[config.mk]
export PLATFORM = sky130hd
export DESIGN_NAME = dfia_ctrl
export DESIGN_NICKNAME = d
export VERILOG_FILES = /design/src/rtl/dfia_pkg.sv /design/src/rtl/dfia_ctrl.sv
export SDC_FILE = /design/constraint.sdc
export NUM_CORES = 1
export LEC_CHECK = 0
export BUFFER_PORTS_ARGS = -buffer_cell sky130_fd_sc_hd__clkbuf_2
export CORE_AREA = 2 2 39 41
export CTS_CLUSTER_DIAMETER = 80
export DETAILED_ROUTE_END_ITERATION = 8
export DIE_AREA = 0 0 41 43
export PLACE_DENSITY = 0.72
export SETUP_SLACK_MARGIN = 0.05
export SLEW_MARGIN = 40
export SYNTH_ARGS = -nofsm -noshare
export SYNTH_HDL_FRONTEND = slang
export SYNTH_SLANG_ARGS = --single-unit
[constraint.sdc]
create_clock -name clk_i -period 3.43 [get_ports clk_i]
set_input_delay 0.686 -clock clk_i [delete_from_list [all_inputs] [get_ports clk_i]]
set_output_delay 0.686 -clock clk_i [all_outputs]
set_load 0.1 [all_outputs]
[src/rtl/dfia_pkg.sv]
`timescale 1ns / 1ps
// ----------------------------------------------------------------------------
// dfia_pkg
// Shared types and constants for the deferred-free index allocator.
// ----------------------------------------------------------------------------
package dfia_pkg;

  localparam int unsigned IDX_W         = 10;
  localparam int unsigned CFG_W         = 11;
  localparam int unsigned MAX_SLOTS_DEF = 1024;

  typedef enum logic [1:0] {
    CMD_ALLOC_ANY   = 2'd0,
    CMD_ALLOC_GIVEN = 2'd1,
    CMD_FREE        = 2'd2,
    CMD_FLUSH       = 2'd3
  } cmd_e;

  typedef enum logic [1:0] {
    ST_OK       = 2'd0,
    ST_EMPTY    = 2'd1,
    ST_MISSING  = 2'd2,
    ST_OVERFLOW = 2'd3
  } status_e;

  typedef struct packed {
    cmd_e             command;
    logic [IDX_W-1:0] index;
  } req_t;

  typedef struct packed {
    logic [IDX_W-1:0] granted_index;
    status_e          status;
  } rsp_t;

  // controller to datapath
  typedef struct packed {
    logic load_cfg;
    logic accept;
    logic pop_issue;
    logic pop_finish;
    logic empty_fail;
    logic free_do;
    logic scan_start;
    logic scan_run;
    logic scan_fail;
    logic shift_start;
    logic shift_run;
    logic shift_finish;
    logic flush_start;
    logic flush_run;
    logic flush_finish;
  } ctl_t;

  // datapath to controller
  typedef struct packed {
    logic out_blocked;
    logic avail_empty;
    logic scan_hit;
    logic stk_drain;
    logic def_drain;
  } stat_t;

endpackage

[src/rtl/dfia_ctrl.sv]
`timescale 1ns / 1ps
// ----------------------------------------------------------------------------
// dfia_ctrl
// Command sequencer: accepts requests and steps the datapath through pop,
// searched allocation with compaction, deferred push and flush.
// ----------------------------------------------------------------------------
module dfia_ctrl
  import dfia_pkg::*;
(
  input  logic  clk_i,
  input  logic  rst_ni,
  input  logic  in_valid_i,
  input  cmd_e  in_cmd_i,
  output logic  in_stall_o,
  input  logic  cfg_valid_i,
  output logic  cfg_ready_o,
  input  stat_t stat_i,
  output ctl_t  ctl_o
);

  typedef enum logic [4:0] {
    S_IDLE  = 5'b00001,
    S_POP   = 5'b00010,
    S_SCAN  = 5'b00100,
    S_SHIFT = 5'b01000,
    S_FLUSH = 5'b10000
  } state_e;

  state_e state_q, state_d;
  logic   idle;
  logic   accept;

  assign idle        = (state_q == S_IDLE);
  assign in_stall_o  = !idle || stat_i.out_blocked;
  assign cfg_ready_o = idle;
  assign accept      = in_valid_i && !in_stall_o;

  always_comb begin
    ctl_o          = '0;
    state_d        = state_q;
    ctl_o.load_cfg = cfg_valid_i && cfg_ready_o;
    case (state_q)
      S_IDLE: begin
        if (accept) begin
          ctl_o.accept = 1'b1;
          case (in_cmd_i)
            CMD_ALLOC_ANY: begin
              if (stat_i.avail_empty) begin
                ctl_o.empty_fail = 1'b1;
              end else begin
                ctl_o.pop_issue = 1'b1;
                state_d         = S_POP;
              end
            end
            CMD_ALLOC_GIVEN: begin
              ctl_o.scan_start = 1'b1;
              state_d          = S_SCAN;
            end
            CMD_FREE: begin
              ctl_o.free_do = 1'b1;
            end
            default: begin
              ctl_o.flush_start = 1'b1;
              state_d           = S_FLUSH;
            end
          endcase
        end
      end
      S_POP: begin
        ctl_o.pop_finish = 1'b1;
        state_d          = S_IDLE;
      end
      S_SCAN: begin
        if (stat_i.scan_hit) begin
          ctl_o.shift_start = 1'b1;
          state_d           = S_SHIFT;
        end else if (stat_i.stk_drain) begin
          ctl_o.scan_fail = 1'b1;
          state_d         = S_IDLE;
        end else begin
          ctl_o.scan_run = 1'b1;
        end
      end
      S_SHIFT: begin
        if (stat_i.stk_drain) begin
          ctl_o.shift_finish = 1'b1;
          state_d            = S_IDLE;
        end else begin
          ctl_o.shift_run = 1'b1;
        end
      end
      S_FLUSH: begin
        if (stat_i.def_drain) begin
          ctl_o.flush_finish = 1'b1;
          state_d            = S_IDLE;
        end else begin
          ctl_o.flush_run = 1'b1;
        end
      end
      default: begin
        state_d = S_IDLE;
      end
    endcase
  end

  always_ff @(posedge clk_i or negedge rst_ni) begin
    if (!rst_ni) begin
      state_q <= S_IDLE;
    end else begin
      state_q <= state_d;
    end
  end

endmodule

==> results.sh <==
export IMPL_outcome="completed"
export IMPL_tightest_slew_ps=540
export IMPL_syn_inst=52
export IMPL_reg_top3="state_q x5"
export IMPL_end_kind="output pin"
export IMPL_grt_met2_usage=0.206
export IMPL_post_route_util=0.443
export IMPL_synthTopCellsByArea="dfrtp_1 24%, nor2_1 8.2%, dfstp_2 6.4%"
export IMPL_max_slew_margin=0.641
export IMPL_first_pass_iters=4
export IMPL_criticalPathCategory="register to output pin"
export IMPL_overflow=0
export IMPL_avgSynthCellArea_um2=7.94
export IMPL_critPathTopFamily="simple AND/OR/NAND/NOR gates"
export IMPL_critical_path_slowest_cell="clkbuf_2"
export IMPL_grt_pass1_vias=408
export IMPL_crit_buf_inv=2
export IMPL_clk_path_buf_depth=2
export IMPL_slew_viol_final=0
export IMPL_synth_seq_cells=5
export IMPL_period_share=0.804
export IMPL_worst_hold_slack_ps=253
export IMPL_cts_hold_buf=0
export IMPL_layout_common_cells="27 x clkbuf_2, 9 x nor2_1, 4 x dfrtp_1"
export IMPL_clk_pin_slew_ps=40
export IMPL_rows=14
export IMPL_final_cell_count_no_fill=97
export IMPL_grt_util_all_layers=0.142
export IMPL_clkLatencyLatePin_ps=240
export IMPL_clkSinkCount=5
export IMPL_cts_tree="built"
export IMPL_power_leakage_uw=0.000309
export IMPL_synth_area_leader_cell="dfrtp_1"
export IMPL_fillers=134
export IMPL_synth_edf_count=0
export IMPL_gp_congestion=0.649
export IMPL_synth_nets=63
export IMPL_root_buffer="clkbuf_4"
export IMPL_io_pins=28
export IMPL_crit_path_max_incr_delay_ps=450
export IMPL_tns_ps=0
export IMPL_yosysUniqueCellTypes=27
export IMPL_grt_max_degree=10
export IMPL_routed_via_density=4.96
export IMPL_ys_async_sr_fraction=1.00
export IMPL_numPortBuffers=27
export IMPL_ys_seq_area_frac=0.306
export IMPL_max_freq_mhz=363
export IMPL_drcViolationCount=0
export IMPL_total_power_uw=424
export IMPL_worst_r2r_setup_slack_ps=1950
export IMPL_start_util=0.298
export IMPL_ant_nets=0
export IMPL_cts_setup_buffers=0
export IMPL_max_flop_register="state_q"
export IMPL_via_count=481
export IMPL_hpwl_um=837
export IMPL_die_area_um2=1760
export IMPL_synth_top_area_share=0.242
export IMPL_p_per_area_nw_per_um2=692
export IMPL_cap_violations=0
export IMPL_dp_cells=93
export IMPL_setup_viol=0
export IMPL_skew_ps=2.18
export IMPL_period_minus_slack_ps=2760
export IMPL_rsz0062_at_grt="false"
export IMPL_die_h_um=43
export IMPL_hold_class="input pin to async pin"
export IMPL_cts_buffers=3
export IMPL_multi_input_area_um2=294
export IMPL_netlist_area_um2=413
export IMPL_area_growth_pct=48.5
export IMPL_use_met1=0.165
export IMPL_largest_register_ff_count=5
export IMPL_antenna_found_initial=0
export IMPL_cts_resized=0
export IMPL_hold_viol=0
export IMPL_start_kind="register"
export IMPL_seqCellArea_um2=126
export IMPL_cp_arrival_ps=2070
export IMPL_nets=93
export IMPL_first_iter_violations=3
export IMPL_grt_busiest_layer="met2"
export IMPL_ys_flop_type="dfrtp_1"
export IMPL_crit_chain="nor2_1 -> and3_1 -> nand2_1 -> inv_1 -> and3_2 -> clkbuf_2"
export IMPL_antenna_cells=0
export IMPL_layout_commonest_cell="clkbuf_2"
export IMPL_yosys_warnings=0
export IMPL_core_um2=1380
export IMPL_critical_path_required_ps=2740
export IMPL_h_tree_depth=1
export IMPL_use_met3=0.0314
export IMPL_ir_drop_mv=0.373
export IMPL_die_w_um=41
export IMPL_path_max_fanout=8
export IMPL_grt_pass1_wl_mm=1.66
export IMPL_wl_um=997
export IMPL_layout_drive_gt1_share=0.531
export IMPL_wire_per_inst_um=10.3
## final timing paths
check / from / to / cells past startpoint
worst min-delay path: rst_ni / state_q[1] / 1
worst max-delay path: state_q[2] / ctl_o[2] / 6
max in group asynchronous: rst_ni / state_q[0] / 1
min in group clk_i: state_q[1] / state_q[0] / 2
worst min register to register: state_q[1] / state_q[0] / 2
worst max register to register: state_q[4] / state_q[2] / 4
## cell usage after synthesis (2+ instances only)
cell and number:
a31oi_1 2, and3_1 3, dfrtp_1 4, inv_1 3, nand2_1 3, nand2b_1 3
nand3b_1 2, nor2_1 9, nor3_1 4, nor4b_1 2
## power breakdown
group          switching, uW  internal, uW
clock                   22.2          43.9
combinational            219          53.0
sequential              12.8          72.6
## cell type report
class                           count  share of cell area
Clock buffer                        4              0.0429
Inverter                            3              0.0184
Multi-Input combinational cell     42               0.480
Sequential cell                     5               0.206
Tap cell                           16              0.0327
Timing Repair Buffer               27               0.220
## through the flow
| stage | setup slack (ps) | area, um^2 |
|---|---|---|
| floorplan | -206 | 443 |
| global placement | 817 | 587 |
| detailed placement | 780 | 587 |
| CTS | 648 | 613 |
| global route | 459 | 613 |
| finish | 671 | 613 |
## kinds of logic after synthesis
logic type             Yosys count  share of synthesized area
DFF                              5                      0.306
buffers and inverters            5                     0.0545
and+or+nand+nor                 35                      0.509
AOI/OAI and AO/OA                7                      0.130
## routing by layer
layer,wire length (um),vias up
li1,-,249
met4,20,0
met5,0,-
met1,427,209
met3,58,2
met2,491,21
(Power assumes the default switching activity.)
